## src/rtl/nsst_pkg.sv

```systemverilog
// ----------------------------------------------------------------------------
// nsst_pkg: shared types and codes for the node signal strength table
//
// Holds the request and result item types, result codes, the controller
// state encoding and the command and status bundles between controller and
// datapath.
// ----------------------------------------------------------------------------
package nsst_pkg;

   // Entry count width, fixed by the result item format
   localparam int CNT_W         = 6;
   localparam int ID_W          = 8;
   localparam int RSSI_W        = 8;
   localparam int DEPTH_DEFAULT = 32;

   // Result kinds
   localparam logic [1:0] KIND_STATUS = 2'd0;
   localparam logic [1:0] KIND_HEADER = 2'd1;
   localparam logic [1:0] KIND_ENTRY  = 2'd2;

   // Report status codes
   localparam logic [1:0] STATUS_UPDATED  = 2'd0;
   localparam logic [1:0] STATUS_INSERTED = 2'd1;
   localparam logic [1:0] STATUS_FULL     = 2'd2;
   localparam logic [1:0] STATUS_IGNORED  = 2'd3;

   // Request types
   localparam logic REQ_REPORT = 1'b0;
   localparam logic REQ_DUMP   = 1'b1;

   typedef struct packed {
      logic                     req_type;
      logic [ID_W-1:0]          report_id;
      logic signed [RSSI_W-1:0] report_rssi;
   } req_item_type;

   typedef struct packed {
      logic [1:0]               result_kind;
      logic [1:0]               report_status;
      logic [CNT_W-1:0]         entry_count;
      logic [ID_W-1:0]          entry_id;
      logic signed [RSSI_W-1:0] entry_rssi;
      logic                     last;
   } rsp_item_type;

   typedef enum logic [3:0] {
      ST_IDLE,
      ST_DISPATCH,
      ST_SCAN,
      ST_UPDATE,
      ST_INSERT,
      ST_FULL,
      ST_IGNORE,
      ST_HEADER,
      ST_DUMP
   } state_type;

   // Controller to datapath
   typedef struct packed {
      logic       load_req;
      logic       issue;
      logic       write_update;
      logic       write_append;
      logic       emit;
      logic [1:0] emit_kind;
      logic [1:0] emit_status;
   } ctrl_cmd_type;

   // Datapath to controller
   typedef struct packed {
      logic is_dump;
      logic id_zero;
      logic used_zero;
      logic table_full;
      logic addr_at_end;
      logic cmp_valid;
      logic hit;
      logic cmp_last;
      logic out_free;
   } dp_status_type;

endpackage

```

## src/rtl/node_signal_strength_table.sv

```systemverilog
// ----------------------------------------------------------------------------
// node_signal_strength_table: per-node last signal strength table
//
// Table of node identifiers in first-seen order, each with its last strength.
// ----------------------------------------------------------------------------
// Usage:
//   req_* carries one request: a strength report (identifier and signed
//   strength) or a dump. A request is taken when req_valid is high and
//   req_stall low; req_stall is high while a request is in work.
//   rsp_* returns the results: one status per report; for a dump a header
//   with the entry count, then each entry in insertion order. last marks the
//   final result of a request.
//   Report: the request is latched and dispatched, the first memory read is
//   started, then the entries are searched one per cycle through the single
//   read port, and the status is emitted. Dump: latch, dispatch and header,
//   then one entry per cycle while rsp_stall is low.
//   Reset clears the entry count; no clearing pass is run, the store holds
//   nothing that is read before it is written.
//   A stall on rsp_stall holds the result register and pauses the sequencer;
//   the next request is taken once the last result sits in that register.
// ----------------------------------------------------------------------------
module node_signal_strength_table #(
   parameter int TABLE_DEPTH = nsst_pkg::DEPTH_DEFAULT
) (
   input  logic                   clock,
   input  logic                   reset,
   input  logic                   req_valid,
   output logic                   req_stall,
   input  nsst_pkg::req_item_type req_item,
   output logic                   rsp_valid,
   input  logic                   rsp_stall,
   output nsst_pkg::rsp_item_type rsp_item
);

   nsst_pkg::ctrl_cmd_type  cmd;
   nsst_pkg::dp_status_type sts;

   // Sequencer
   nsst_ctrl u_ctrl (
      .clock     (clock),
      .reset     (reset),
      .req_valid (req_valid),
      .req_stall (req_stall),
      .sts       (sts),
      .cmd       (cmd)
   );

   // Store and result path
   nsst_datapath #(
      .TABLE_DEPTH (TABLE_DEPTH)
   ) u_datapath (
      .clock     (clock),
      .reset     (reset),
      .req_item  (req_item),
      .cmd       (cmd),
      .sts       (sts),
      .rsp_valid (rsp_valid),
      .rsp_stall (rsp_stall),
      .rsp_item  (rsp_item)
   );

endmodule

```

## src/rtl/nsst_ctrl.sv

```systemverilog
// ----------------------------------------------------------------------------
// nsst_ctrl: sequencer for the node signal strength table
//
// Steps one request at a time through lookup and update or append, a full or
// ignored status, or a dump's header and entry sweep, commanding the datapath.
// ----------------------------------------------------------------------------
module nsst_ctrl (
   input  logic                   clock,
   input  logic                   reset,
   input  logic                   req_valid,
   output logic                   req_stall,
   input  nsst_pkg::dp_status_type sts,
   output nsst_pkg::ctrl_cmd_type  cmd
);

   nsst_pkg::state_type state_ff;
   nsst_pkg::state_type state_in;

   // State register
   always_ff @(posedge clock) begin
      if (reset) begin
         state_ff <= nsst_pkg::ST_IDLE;
      end else begin
         state_ff <= state_in;
      end
   end

   // Next state
   always_comb begin
      state_in = state_ff;
      unique case (state_ff)
         nsst_pkg::ST_IDLE: begin
            if (req_valid) state_in = nsst_pkg::ST_DISPATCH;
         end
         nsst_pkg::ST_DISPATCH: begin
            if (sts.is_dump)        state_in = nsst_pkg::ST_HEADER;
            else if (sts.id_zero)   state_in = nsst_pkg::ST_IGNORE;
            else if (sts.used_zero) state_in = nsst_pkg::ST_INSERT;
            else                    state_in = nsst_pkg::ST_SCAN;
         end
         nsst_pkg::ST_SCAN: begin
            if (sts.cmp_valid && sts.hit) begin
               state_in = nsst_pkg::ST_UPDATE;
            end else if (sts.cmp_valid && sts.cmp_last) begin
               state_in = sts.table_full ? nsst_pkg::ST_FULL : nsst_pkg::ST_INSERT;
            end
         end
         nsst_pkg::ST_UPDATE,
         nsst_pkg::ST_INSERT,
         nsst_pkg::ST_FULL,
         nsst_pkg::ST_IGNORE: begin
            if (sts.out_free) state_in = nsst_pkg::ST_IDLE;
         end
         nsst_pkg::ST_HEADER: begin
            if (sts.out_free) begin
               state_in = sts.used_zero ? nsst_pkg::ST_IDLE : nsst_pkg::ST_DUMP;
            end
         end
         nsst_pkg::ST_DUMP: begin
            if (sts.out_free && sts.cmp_last) state_in = nsst_pkg::ST_IDLE;
         end
         default: state_in = nsst_pkg::ST_IDLE;
      endcase
   end

   // Outputs
   always_comb begin
      cmd       = '0;
      req_stall = 1'b1;
      unique case (state_ff)
         nsst_pkg::ST_IDLE: begin
            req_stall    = 1'b0;
            cmd.load_req = req_valid;
         end
         nsst_pkg::ST_DISPATCH: begin
         end
         nsst_pkg::ST_SCAN: begin
            cmd.issue = !(sts.cmp_valid && sts.hit) && !sts.addr_at_end;
         end
         nsst_pkg::ST_UPDATE: begin
            cmd.emit         = sts.out_free;
            cmd.write_update = sts.out_free;
            cmd.emit_kind    = nsst_pkg::KIND_STATUS;
            cmd.emit_status  = nsst_pkg::STATUS_UPDATED;
         end
         nsst_pkg::ST_INSERT: begin
            cmd.emit         = sts.out_free;
            cmd.write_append = sts.out_free;
            cmd.emit_kind    = nsst_pkg::KIND_STATUS;
            cmd.emit_status  = nsst_pkg::STATUS_INSERTED;
         end
         nsst_pkg::ST_FULL: begin
            cmd.emit        = sts.out_free;
            cmd.emit_kind   = nsst_pkg::KIND_STATUS;
            cmd.emit_status = nsst_pkg::STATUS_FULL;
         end
         nsst_pkg::ST_IGNORE: begin
            cmd.emit        = sts.out_free;
            cmd.emit_kind   = nsst_pkg::KIND_STATUS;
            cmd.emit_status = nsst_pkg::STATUS_IGNORED;
         end
         nsst_pkg::ST_HEADER: begin
            cmd.emit      = sts.out_free;
            cmd.emit_kind = nsst_pkg::KIND_HEADER;
            cmd.issue     = sts.out_free && !sts.used_zero;
         end
         nsst_pkg::ST_DUMP: begin
            cmd.emit      = sts.out_free;
            cmd.emit_kind = nsst_pkg::KIND_ENTRY;
            cmd.issue     = sts.out_free && !sts.cmp_last;
         end
         default: begin
         end
      endcase
   end

endmodule

```

## src/rtl/nsst_datapath.sv

```systemverilog
// ----------------------------------------------------------------------------
// nsst_datapath: entry store, counters and result register
//
// Holds the identifier/strength memory, the entry count, the read pointer
// with its compare stage, the latched request and the result register.
// ----------------------------------------------------------------------------
module nsst_datapath #(
   parameter int TABLE_DEPTH = nsst_pkg::DEPTH_DEFAULT
) (
   input  logic                    clock,
   input  logic                    reset,
   input  nsst_pkg::req_item_type  req_item,
   input  nsst_pkg::ctrl_cmd_type  cmd,
   output nsst_pkg::dp_status_type sts,
   output logic                    rsp_valid,
   input  logic                    rsp_stall,
   output nsst_pkg::rsp_item_type  rsp_item
);

   localparam int IDX_W  = (TABLE_DEPTH > 1) ? $clog2(TABLE_DEPTH) : 1;
   localparam int CNT_W  = nsst_pkg::CNT_W;
   localparam int WORD_W = nsst_pkg::ID_W + nsst_pkg::RSSI_W;
   localparam logic [CNT_W-1:0] DEPTH_CNT = CNT_W'(TABLE_DEPTH);

   // Entry store: identifier in the upper byte, strength in the lower
   logic [WORD_W-1:0] mem [TABLE_DEPTH];

   nsst_pkg::req_item_type req_ff;
   logic [CNT_W-1:0]       used_ff;
   logic [CNT_W-1:0]       used_in;
   logic [CNT_W-1:0]       addr_ff;
   logic [CNT_W-1:0]       addr_in;
   logic [CNT_W-1:0]       cmp_idx_ff;
   logic                   cmp_valid_ff;
   logic [WORD_W-1:0]      rd_data_ff;
   nsst_pkg::rsp_item_type rsp_ff;
   nsst_pkg::rsp_item_type rsp_in;
   logic                   rsp_valid_ff;
   logic                   rsp_valid_in;

   logic              wr_en;
   logic [IDX_W-1:0]  wr_idx;
   logic [WORD_W-1:0] wr_data;
   logic              out_free;
   logic              cmp_last;
   logic              table_full;

   assign out_free   = !rsp_valid_ff || !rsp_stall;
   assign cmp_last   = (cmp_idx_ff + CNT_W'(1)) == used_ff;
   assign table_full = (used_ff == DEPTH_CNT);

   // Status toward the controller
   always_comb begin
      sts.is_dump     = (req_ff.req_type == nsst_pkg::REQ_DUMP);
      sts.id_zero     = (req_ff.report_id == '0);
      sts.used_zero   = (used_ff == '0);
      sts.table_full  = table_full;
      sts.addr_at_end = (addr_ff == used_ff);
      sts.cmp_valid   = cmp_valid_ff;
      sts.hit         = (rd_data_ff[WORD_W-1 -: nsst_pkg::ID_W] == req_ff.report_id);
      sts.cmp_last    = cmp_last;
      sts.out_free    = out_free;
   end

   // Latch the accepted request
   always_ff @(posedge clock) begin
      if (cmd.load_req) req_ff <= req_item;
   end

   // Entry count and read pointer
   always_comb begin
      used_in = used_ff;
      if (cmd.write_append) used_in = used_ff + CNT_W'(1);
      addr_in = addr_ff;
      if (cmd.load_req)   addr_in = '0;
      else if (cmd.issue) addr_in = addr_ff + CNT_W'(1);
   end

   always_ff @(posedge clock) begin
      if (reset) begin
         used_ff      <= '0;
         addr_ff      <= '0;
         cmp_valid_ff <= 1'b0;
      end else begin
         used_ff      <= used_in;
         addr_ff      <= addr_in;
         cmp_valid_ff <= cmd.issue;
      end
   end

   // Remember which entry the read data belongs to
   always_ff @(posedge clock) begin
      if (cmd.issue) cmp_idx_ff <= addr_ff;
   end

   // Write port: refresh a matched entry or append at the end
   always_comb begin
      wr_en   = cmd.write_update || cmd.write_append;
      wr_idx  = cmd.write_update ? cmp_idx_ff[IDX_W-1:0] : used_ff[IDX_W-1:0];
      wr_data = {req_ff.report_id, req_ff.report_rssi};
   end

   always_ff @(posedge clock) begin
      if (wr_en) mem[wr_idx] <= wr_data;
   end

   // Read port, registered
   always_ff @(posedge clock) begin
      if (cmd.issue) rd_data_ff <= mem[addr_ff[IDX_W-1:0]];
   end

   // Build the next result
   always_comb begin
      rsp_in             = '0;
      rsp_in.result_kind = cmd.emit_kind;
      case (cmd.emit_kind)
         nsst_pkg::KIND_HEADER: begin
            rsp_in.entry_count = used_ff;
            rsp_in.last        = (used_ff == '0);
         end
         nsst_pkg::KIND_ENTRY: begin
            rsp_in.entry_id   = rd_data_ff[WORD_W-1 -: nsst_pkg::ID_W];
            rsp_in.entry_rssi = rd_data_ff[nsst_pkg::RSSI_W-1:0];
            rsp_in.last       = cmp_last;
         end
         default: begin
            rsp_in.report_status = cmd.emit_status;
            rsp_in.last          = 1'b1;
         end
      endcase
      rsp_valid_in = rsp_valid_ff;
      if (cmd.emit)           rsp_valid_in = 1'b1;
      else if (!rsp_stall)    rsp_valid_in = 1'b0;
   end

   // Result register: hold while stalled
   always_ff @(posedge clock) begin
      if (reset) begin
         rsp_valid_ff <= 1'b0;
      end else begin
         rsp_valid_ff <= rsp_valid_in;
      end
   end

   always_ff @(posedge clock) begin
      if (cmd.emit) rsp_ff <= rsp_in;
   end

   assign rsp_valid = rsp_valid_ff;
   assign rsp_item  = rsp_ff;

   // Checks
   a_used_bound: assert property (@(posedge clock) disable iff (reset)
      used_ff <= DEPTH_CNT)
      else $error("entry count beyond table depth");

   a_append_room: assert property (@(posedge clock) disable iff (reset)
      cmd.write_append |-> !table_full)
      else $error("append into a full table");

   a_emit_free: assert property (@(posedge clock) disable iff (reset)
      cmd.emit |-> out_free)
      else $error("result overwritten before it was taken");

   a_read_in_range: assert property (@(posedge clock) disable iff (reset)
      cmd.issue |-> (addr_ff < used_ff))
      else $error("read beyond the stored entries");

endmodule
```

## config.mk

```make
export PLATFORM = sky130hd
export DESIGN_NAME = node_signal_strength_table
export DESIGN_NICKNAME = d
export VERILOG_FILES = /design/src/rtl/nsst_pkg.sv /design/src/rtl/node_signal_strength_table.sv /design/src/rtl/nsst_ctrl.sv /design/src/rtl/nsst_datapath.sv
export SDC_FILE = /design/constraint.sdc
export NUM_CORES = 1
export LEC_CHECK = 0
export ABC_CLOCK_PERIOD_IN_PS = 3500
export BUFFER_PORTS_ARGS = -buffer_cell sky130_fd_sc_hd__buf_2
export CORE_ASPECT_RATIO = 1.1
export CORE_MARGIN = 10
export CORE_UTILIZATION = 55
export DETAILED_ROUTE_END_ITERATION = 10
export PLACE_DENSITY = 0.82
export SETUP_SLACK_MARGIN = 0.02
export SYNTH_ARGS = -nofsm -noshare
export SYNTH_HDL_FRONTEND = slang
export SYNTH_SLANG_ARGS = --single-unit
```

## constraint.sdc

```tcl
create_clock -name clock -period 3.5 [get_ports clock]
set_input_delay 1.05 -clock clock [delete_from_list [all_inputs] [get_ports clock]]
set_output_delay 1.05 -clock clock [all_outputs]
set_load 0.01 [all_outputs]
```

==> impl_metrics.json, run 1 <==
{
  "yosys.area.top_type": "edfxtp_1",
  "place.gp.congestion": 0.8747,
  "compound_gate_portion_of_the_synthesized_area_pct": 1.234,
  "post_cts_hold_buffer_count": 0,
  "syn_area_um2": 23320,
  "arrival_ns": 3.19,
  "synth_adder_area_share_pct": 0.3756,
  "grt_first_pass_wirelength_mm": 82.23,
  "yosysUniqueCellTypes": 52,
  "crit_path_start": "u_ctrl.state_ff[1]",
  "grt.overflow.total": 0,
  "postSynthCellCount": 1076,
  "synthSimpleGateAreaFrac_pct": 3.396,
  "setup.reg_to_reg.worst_slack_ns": 0.60,
  "layout.cells.non_filler": 1813,
  "cts-resized-gates": 0,
  "power.density_cell_area_nw_per_um2": 605.0,
  "post-route-period-util_pct": 82.96,
  "reg2reg_end": "u_datapath.mem[20][6]",
  "nets": 1230,
  "largest_family_of_logic_cells_by_synthesized_area": "multiplexers",
  "area_growth_pct": 14.05,
  "synthMuxAreaShare_pct": 16.58,
  "slowest_stage": "dfxtp_1",
  "io_buffers": 49,
  "worst_pin_slew_ns": 0.8090,
  "finalSetupTns_ns": 0,
  "path_delay_family": "simple AND/OR/NAND/NOR gates",
  "highest_achievable_clock_rate_mhz": 344.4,
  "power.ir.vdd_worst_v": 0.0004798,
  "synth-warning-count": 0,
  "timing.max_slew.rel_slack_pct": 46.07,
  "timing.critical_path.buf_inv": 2,
  "dieArea_um2": 51050,
  "setup_crit_start_kind": "flip-flop",
  "cts.clk_slew.worst_paths_ns": 0.06,
  "dp.final_hpwl_mm": 33.14,
  "post-cts-setup-buffers": 0,
  "tritoncts.num_buffers": 56,
  "synth-xor-area-share_pct": 1.041,
  "chip_width_um": 216.3,
  "power.leakage_nw": 8.280,
  "timing.critical_path.to_type": "flip-flop",
  "yosysTopAreaCellShare_pct": 74.43,
  "critical_path.most_common_cell": "buf_4",
  "syn-num-nets": 1104,
  "grt_antenna_before_repair": 4,
  "edff_count_synth": 578,
  "finalClockSkew_ns": 0.01477,
  "max_stage_delay_ns": 0.55,
  "first_global_vias": 11834,
  "r2r_cells": 8,
  "netlist_top_cells_area": "edfxtp_1 74%, mux4_2 15%, dfxtp_1 1.5%",
  "track_usage_pct": 21.88,
  "htreeDepth": 2,
  "synthArstFlopShare_pct": 0,
  "placementRows": 79,
  "status": "finished, final reports clean",
  "io_pins": 50,
  "final_hold_viol_count": 0,
  "cp.depth": 8,
  "worst_reg2reg_startpoint": "u_ctrl.state_ff[1]",
  "totalWireLength_mm": 55.74,
  "clock_tree.root_cell": "clkbuf_16",
  "critical_path_cell_sequence": "nor2b_1 -> nand3_1 -> buf_4 -> nor3b_1 -> a31oi_1 -> or2_2 -> nor2_1 -> buf_4",
  "worstPathMaxFanout": 16,
  "layout.core_utilization_pct": 63.16,
  "maxSlewViolCount": 0,
  "portion_of_the_post_synthesis_area_used_by_sequential_elements_pct": 75.97,
  "avg_inst_size_synth_um2": 21.67,
  "post_route_cells_drive_above_1_share_pct": 31.57,
  "core_region_area_um2": 42110,
  "cts.sink_count": 596,
  "postSynth.topFlopCell": "edfxtp_1",
  "detail-route-antenna-nets": 0,
  "post-route-drc-count": 0,
  "routed_via_density": 6.488,
  "routed_wire_length_per_instance_um": 30.75,
  "place.detailed.instances": 1711,
  "initial_core_util_pct": 55.38,
  "ctsLongestPathBuffers": 3,
  "grt_setup_unrepaired": "false",
  "drt-initial-drc-count": 1752,
  "ys_ff_latch": 596,
  "die_h_um": 236.0,
  "worst-endpoint-required_ns": 3.78,
  "grt_max_degree": 45,
  "drt_pass1_iterations": 7,
  "finalSetupViolCount": 0,
  "vias": 11762,
  "worstHoldPathType": "flip-flop to flip-flop",
  "worst_skew_pair.late_latency_ns": 0.61,
  "maxCapViolCount": 0,
  "critical_path_class": "flip-flop to flip-flop",
  "min_delay_path_depth": 1,
  "cts_tree": "built",
  "fin_crit_ns": 2.904,
  "timing.critical_path.to": "u_datapath.mem[20][6]"
}
worst reg2reg max path: stages (launching register included):
cell     delay, ns
dfxtp_1       0.55
nor2b_1       0.27
nand3_1       0.35
buf_4         0.31
nor3b_1       0.24
a31oi_1       0.10
or2_2         0.36
nor2_1        0.13
buf_4         0.27
worst min path at each step:
stage                                   from                       end  slack, ns
finish              u_datapath.rd_data_ff[7]    u_datapath.rsp_item[8]       0.53
global route           u_datapath.addr_ff[5]  u_datapath.cmp_idx_ff[5]       0.56
CTS                 u_datapath.rd_data_ff[7]    u_datapath.rsp_item[8]       0.53
detailed placement  u_datapath.rd_data_ff[5]    u_datapath.rsp_item[6]       0.53
global placement    u_datapath.rd_data_ff[7]    u_datapath.rsp_item[8]       0.51
floorplan              u_datapath.addr_ff[3]  u_datapath.cmp_idx_ff[3]       0.41
metal layers:
layer | track usage (%) | up-vias | routed length (um)
li1 | - | 4692 | -
met1 | 30.16 | 6117 | 21270
met2 | 33.62 | 822 | 26320
met3 | 5.453 | 127 | 6169
met4 | 7.780 | 4 | 1950
met5 | 0 | - | 29
stage by stage:
stage	area, um2	power, mW	setup WS [ns]	hold slack, ns
global route	26600	16.53	0.4790	0.5616
floorplan	23320	9.443	0.1469	0.4064
global placement	24780	10.08	0.3737	0.5147
detailed placement	24780	10.14	0.2743	0.5253
CTS	26590	16.14	0.7019	0.5283
finish	26600	16.09	0.5963	0.5262
logic make-up after synthesis:
kind of cell / Yosys count
AOI/OAI and AO/OA: 42
xor gates and xnor gates: 26
adders and majority gates: 7
buffers and inverters: 66
DFF: 596
muxes: 184
and+or+nand+nor: 155
report_power, final:
part	internal [mW]	switching [mW]	total (mW)
combinational	0.413	1.00	1.41
clock	3.49	2.55	6.05
sequential	8.44	0.189	8.63
total	12.3	3.75	16.1
state kept, by name (all words and copies together) (netlist names):
register and count:
u_datapath.mem 512, u_datapath.rsp_item 27, u_datapath.rd_data_ff 16, u_datapath.req_ff 16
u_datapath.addr_ff 6, u_datapath.cmp_idx_ff 6, u_datapath.used_ff 6, u_ctrl.state_ff 4
u_datapath.cmp_valid_ff 1, u_datapath.rsp_valid 1, u_datapath.sts 1
area by class of cell:
class,count,area (um2)
tap,567,709.4
antenna,1,2.502
fill,2693,15510
timing repair buffer,125,1028
multi-input combinational,414,5280
inverter,9,33.78
clock buffer,68,1468
clock inverter,33,347.8
sequential,596,17730
cells in the mapped netlist (all sizes together), types with 2 or more instances:
library cell and instances:
nand4 4, o21ai 3, and2 23, ha 7, a21oi 20, nand2b 7, buf 20, mux2 18
nor4 2, nand2 22, mux2i 6, xor2 7, nor2 48, or3 4, or2 4, nor3b 3
nand3 12, o22ai 2, nor3 11, xnor2 18, inv 9, dfxtp 18, clkbuf 37, nor2b 6
and4 3, mux4 160, edfxtp 578, a31oi 6
layout by cell type, fill, tap and decap left out, types with 3 or more instances in the layout:
| cell | instances |
|---|---|
| and4_1 | 3 |
| or2_2 | 3 |
| clkinv_2 | 9 |
| buf_2 | 49 |
| nor2b_1 | 6 |
| a31oi_1 | 6 |
| or3_1 | 4 |
| mux2_2 | 16 |
| dfxtp_1 | 14 |
| a21oi_1 | 16 |
| nand2_1 | 22 |
| inv_1 | 9 |
| buf_12 | 17 |
| nand3_1 | 12 |
| bufinv_16 | 7 |
| mux4_2 | 160 |
| mux2i_1 | 6 |
| nor3b_1 | 3 |
| nor2_1 | 48 |
| nor3_1 | 11 |
| nand2b_1 | 7 |
| clkinv_1 | 13 |
| nand4_1 | 4 |
| a21oi_2 | 4 |
| clkbuf_1 | 11 |
| xnor2_1 | 18 |
| ha_1 | 7 |
| xor2_1 | 7 |
| buf_4 | 59 |
| and2_1 | 23 |
| edfxtp_1 | 578 |
| clkbuf_16 | 57 |
Power figures use the tool's default switching activity.
==> run 2, diff against run 1 <==
--- a/config.mk
+++ b/config.mk
@@ -5,7 +5,7 @@
 export SDC_FILE = /design/constraint.sdc
 export NUM_CORES = 1
 export LEC_CHECK = 0
-export ABC_CLOCK_PERIOD_IN_PS = 3500
+export ABC_CLOCK_PERIOD_IN_PS = 2590
 export BUFFER_PORTS_ARGS = -buffer_cell sky130_fd_sc_hd__buf_2
 export CORE_ASPECT_RATIO = 1.1
 export CORE_MARGIN = 10
==> constraint.sdc (replaced) <==
create_clock -name clock -period 2.59 [get_ports clock]
set_input_delay 0.777 -clock clock [delete_from_list [all_inputs] [get_ports clock]]
set_output_delay 0.777 -clock clock [all_outputs]
set_load 0.01 [all_outputs]
==> run 2 against run 1 <==
  * Sequential share of layout area is 1.6 points lower
  * Total power is 36% higher
  * First-iteration DRC count is 1.8% lower
  * Final cell count is 3.0% higher
  * Critical path type unchanged
  * Highest routed layer is now met4
  * Combinational power is 62% higher
==> impl_metrics.json, run 2 (same netlist as run 1, synthesis figures left out) <==
{
  "status": "finished, final reports clean",
  "place.gp.congestion": 0.9022,
  "maxCapViolCount": 0,
  "worstPathMaxFanout": 12,
  "power.ir.vdd_worst_v": 0.0007059,
  "highest_achievable_clock_rate_mhz": 396.2,
  "worst_skew_pair.late_latency_ns": 0.61,
  "io_pins": 50,
  "cts_tree": "built",
  "met2_wirelength_mm": 28.80,
  "first_global_vias": 12281,
  "vias": 12033,
  "max_flop_register": "u_datapath.mem",
  "place.detailed.instances": 1756,
  "dp.final_hpwl_mm": 35.89,
  "initial_core_util_pct": 55.38,
  "io_buffers": 49,
  "placementRows": 79,
  "post-route-period-util_pct": 97.45,
  "cts.sink_count": 596,
  "most-common-layout-cells": "578 x edfxtp_1, 160 x mux4_2, 102 x buf_4",
  "fin_crit_ns": 2.524,
  "m1WireLength_mm": 21.49,
  "setup_crit_start_kind": "flip-flop",
  "chip_width_um": 216.3,
  "worst-endpoint-required_ns": 2.93,
  "finalSetupTns_ns": 0,
  "power.density_cell_area_nw_per_um2": 800.4,
  "grt_antenna_before_repair": 0,
  "highest_layer": "met4",
  "layout.core_utilization_pct": 64.73,
  "htreeDepth": 2,
  "post-route-drc-count": 0,
  "flip_flop_count_of_the_largest_register_all_copies_and_words_added": 512,
  "critical_path_class": "flip-flop to flip-flop",
  "finalSetupViolCount": 0,
  "dieArea_um2": 51050,
  "tritoncts.num_buffers": 55,
  "grt.overflow.total": 0,
  "worstHoldPathType": "input pin to flip-flop",
  "drt_pass1_iterations": 5,
  "grt_first_pass_wirelength_mm": 86.93,
  "core_region_area_um2": 42110,
  "routed_via_density": 6.442,
  "clock_tree.root_cell": "clkbuf_16",
  "power.leakage_nw": 8.576,
  "drt-initial-drc-count": 1721,
  "n_antenna_cell": 0,
  "grt_max_degree": 51,
  "die_h_um": 236.0,
  "ctsLongestPathBuffers": 3,
  "area_growth_pct": 16.87,
  "timing.critical_path.to_type": "flip-flop",
  "track_usage_pct": 23.45,
  "nets": 1285,
  "fin_worst_hold_slack_ns": 0.3604,
  "totalWireLength_mm": 59.24,
  "cts.clk_slew.worst_paths_ns": 0.06,
  "grt_setup_unrepaired": "false",
  "post_route_cells_drive_above_1_share_pct": 36.82,
  "detail-route-antenna-nets": 0,
  "layout.cells.most_common": "edfxtp_1",
  "met3WireLength_mm": 6.770,
  "finalClockSkew_ns": 0.04098,
  "final_hold_viol_count": 0,
  "timing.max_slew.rel_slack_pct": 27.95,
  "maxSlewViolCount": 0,
  "arrival_ns": 2.87,
  "layout.cells.non_filler": 1868,
  "post_cts_hold_buffer_count": 0,
  "routed_wire_length_per_instance_um": 31.71,
  "worst_pin_slew_ns": 1.077
}
-- run 2: worst paths after layout --
path	to	slack (ns)	start	cells past startpoint
worst max-delay path	u_datapath.mem[25][15]	0.07	u_ctrl.state_ff[0]	9
worst min-delay path	u_datapath.sts[8]	0.36	req_item[16]	1
worst max register to register	u_datapath.mem[25][15]	0.07	u_ctrl.state_ff[0]	9
worst min register to register	u_datapath.rsp_item[1]	0.53	u_datapath.rd_data_ff[0]	1
-- run 2: cell type report --
cell class / instances / area, um2
Tap cell: 567 / 709.4
Clock inverter: 27 / 251.5
Sequential cell: 596 / 17730
Clock buffer: 74 / 1520
Inverter: 9 / 33.78
Fill cell: 2642 / 14850
Timing Repair Buffer: 181 / 1603
Multi-Input combinational cell: 414 / 5410
-- run 2: per-layer routing --
layer / global-route usage [%] / vias to the layer above
li1: - / 4809
met1: 31.56 / 6207
met2: 37.17 / 880
met3: 5.607 / 137
met4: 8.014 / 0
met5: 0 / -
-- run 2: where the power goes --
group / switching (mW) / internal, mW / total [mW]
registers: 0.169 / 11.4 / 11.6
logic: 1.58 / 0.693 / 2.28
clock network: 3.44 / 4.52 / 7.97
-- run 2: what timing repair did --
action                                  in CTS  in global routing
endpoints found under the setup margin     160                351
resized for setup                            4                  8
buffers inserted                             6                  5
pin swaps                                    3                  2
-- run 2: stage by stage --
step	area (um2)	total power [mW]	worst slack [ns]
6_report	27250	21.81	0.06617
5_1_grt	27250	22.40	0.04360
4_1_cts	27190	21.83	0.005550
3_5_place_dp	25320	13.97	-0.5514
3_3_place_gp	25320	13.88	-0.3724
2_1_floorplan	23410	12.79	-0.2226
-- run 2: worst max-delay path: stages (launching register included) --
cell and delay, ns:
dfxtp_1 0.33, nor2b_2 0.20, nand3_2 0.19, buf_4 0.21, buf_4 0.15, a31oi_1 0.51, or2_4 0.28, buf_4 0.14
nor2_4 0.04, buf_12 0.20
==> run 3, diff against run 2 <==
--- a/config.mk
+++ b/config.mk
@@ -9,9 +9,9 @@
 export BUFFER_PORTS_ARGS = -buffer_cell sky130_fd_sc_hd__buf_2
 export CORE_ASPECT_RATIO = 1.1
 export CORE_MARGIN = 10
-export CORE_UTILIZATION = 55
+export CORE_UTILIZATION = 56
 export DETAILED_ROUTE_END_ITERATION = 10
-export PLACE_DENSITY = 0.82
+export PLACE_DENSITY = 0.83
 export SETUP_SLACK_MARGIN = 0.02
 export SYNTH_ARGS = -nofsm -noshare
 export SYNTH_HDL_FRONTEND = slang
==> run 3 against run 2 <==
  * Combinational power is 2% higher
  * Total power is 0.17% higher
  * Critical path type unchanged
  * Critical endpoint is now u_datapath.rd_data_ff[4]
  * Count of clock-buffer cells in the layout is 4 lower
  * Sequential share of layout area is 0.42 points lower
  * Core utilization is 1.9 points higher
  * Final cell count is 0.16% lower
  * Clock skew is 0.0050 ns lower
  * Fmax is 1.2% lower
  * Via count is 3.0% higher
==> impl_metrics.json, run 3 (same netlist as run 1, synthesis figures left out) <==
{
  "status": "finished, final reports clean",
  "final-seq-area_um2": 17730,
  "combPwrFrac_pct": 10.6,
  "layout.core_utilization_pct": 66.61,
  "power.share.sequential_pct": 53.0,
  "post-route-drc-count": 0,
  "place.gp.congestion": 0.8797,
  "nets": 1290,
  "power.ir.vdd_worst_v": 0.0006613,
  "vias": 12398,
  "cts.sink_count": 596,
  "track_usage_pct": 24.92,
  "timing.critical_path.buf_inv": 2,
  "maxCapViolCount": 0,
  "grt_max_degree": 45,
  "totalWireLength_mm": 62.12,
  "area_of_the_multi_input_gates_um2": 5455,
  "total_power_mw": 21.85,
  "worstPathMaxFanout": 11,
  "first_global_vias": 12412,
  "grt.overflow.total": 0,
  "finalClockSkew_ns": 0.03594,
  "worst-endpoint-required_ns": 2.95,
  "worst_pin_slew_ns": 0.7837,
  "layout.cells.non_filler": 1865,
  "worst_skew_pair.late_latency_ns": 0.63,
  "grt_first_pass_wirelength_mm": 89.76,
  "cts.clk_slew.worst_paths_ns": 0.07,
  "critical_path_class": "flip-flop to flip-flop",
  "maxSlewViolCount": 0,
  "area_growth_pct": 17.63,
  "routed_via_density": 6.648,
  "cell_internal_pwr_mw": 16.51,
  "fin_worst_hold_slack_ns": 0.3436,
  "io_buffers": 49,
  "tritoncts.num_buffers": 54,
  "most-common-layout-cells": "578 x edfxtp_1, 160 x mux4_2, 98 x buf_4",
  "layout.cells.most_common": "edfxtp_1",
  "timing.max_slew.rel_slack_pct": 47.75,
  "fin_crit_ns": 2.554,
  "core_region_area_um2": 41180,
  "drt_pass1_iterations": 7,
  "final_hold_viol_count": 0,
  "flip_flop_count_of_the_largest_register_all_copies_and_words_added": 512,
  "power.density_cell_area_nw_per_um2": 796.6,
  "routed_wire_length_per_instance_um": 33.31,
  "ctsLongestPathBuffers": 3,
  "clock_tree.root_cell": "clkbuf_16",
  "finalSetupViolCount": 0,
  "dp.final_hpwl_mm": 35.30,
  "slowest_stage": "mux4_2",
  "max_flop_register": "u_datapath.mem",
  "cts_tree": "built",
  "post-route-period-util_pct": 98.60,
  "chip_width_um": 214.6,
  "drt-initial-drc-count": 1971,
  "worstHoldPathType": "input pin to flip-flop",
  "critical_path.most_common_cell": "mux4_2",
  "detail-route-antenna-nets": 0,
  "critical_path_cell_sequence": "buf_12 -> buf_4 -> mux4_2 -> mux4_2 -> mux2_2",
  "place.detailed.instances": 1741,
  "fillers": 2480,
  "dieArea_um2": 50210,
  "power.switching_fraction_pct": 24.43,
  "post_route_cells_drive_above_1_share_pct": 36.73,
  "path_delay_family": "multiplexers",
  "timing.critical_path.to_type": "flip-flop",
  "setup_crit_start_kind": "flip-flop",
  "highest_achievable_clock_rate_mhz": 391.6,
  "p_clk_share_pct": 36.4,
  "grt_setup_unrepaired": "true",
  "max_stage_delay_ns": 0.55,
  "initial_core_util_pct": 56.62,
  "htreeDepth": 2,
  "grt_antenna_before_repair": 1,
  "placementRows": 78,
  "die_h_um": 234.0,
  "power.leakage_nw": 8.622,
  "switching_power_mw": 5.339,
  "io_pins": 50,
  "arrival_ns": 2.91
}
[run 3: cell types whose count changed in the layout (fill, tap and decap cells not counted), sizes merged]
cell      before  now
buf          181  186
clkbuf        74   70
clkinv        18   22
clkinvlp       4    1
bufbuf         0    1
bufinv         4    5
diode          0    1
inv           10    9
[run 3: routing by layer]
| metal | track usage (%) | vias up | wire (um) | share of wire [%] |
|---|---|---|---|---|
| met5 | 0 | - | 18 | 0.029 |
| met2 | 40.47 | 1009 | 30140 | 49 |
| met1 | 31.69 | 6387 | 21770 | 35 |
| met3 | 6.070 | 174 | 7216 | 12 |
| li1 | - | 4826 | - | - |
| met4 | 11.53 | 2 | 2967 | 4.8 |
[run 3: path summary, 6_finish.rpt]
check | from | to | slack, ns | cells past startpoint
worst max-delay path | u_datapath.addr_ff[0] | u_datapath.rd_data_ff[4] | 0.04 | 5
worst min-delay path | req_item[7] | u_datapath.req_ff[7] | 0.34 | 1
worst max register to register | u_datapath.addr_ff[0] | u_datapath.rd_data_ff[4] | 0.04 | 5
worst min register to register | u_datapath.addr_ff[5] | u_datapath.addr_ff[5] | 0.51 | 2
[run 3: layout make-up]
type | count | area share (%)
diodes | 1 | 0.009122
clock buffers | 70 | 5.223
clock inverters | 28 | 1.013
inverters | 9 | 0.1232
multi-input cells | 414 | 19.89
flip-flops and latches | 596 | 64.62
well taps | 560 | 2.554
repair buffers | 187 | 6.568
[run 3: power groups by stage]
stage	clock network [mW]	registers, mW	logic [mW]
floorplan	0	12.0	0.772
global placement	0	11.7	2.12
detailed placement	0	11.8	2.21
CTS	7.93	11.6	2.25
global route	8.31	11.6	2.46
finish	7.95	11.6	2.32
[run 3: what timing repair did]
action	in CTS	in global routing
setup buffers	13	11
hold buffers	0	0
resized for setup	5	14
cloned	1	0
pin swaps	9	2
endpoints found under the setup margin	264	492
[run 3: metrics by stage]
step                instance area [um2]  TNS [ns]  setup WS [ns]
floorplan                         23410    -55.69        -0.2226
global placement                  25240   -130.42        -0.5384
detailed placement                25240   -200.30        -0.6908
CTS                               27230    -8.050        -0.2553
global route                      27430         0        0.01311
finish                            27430         0        0.03615
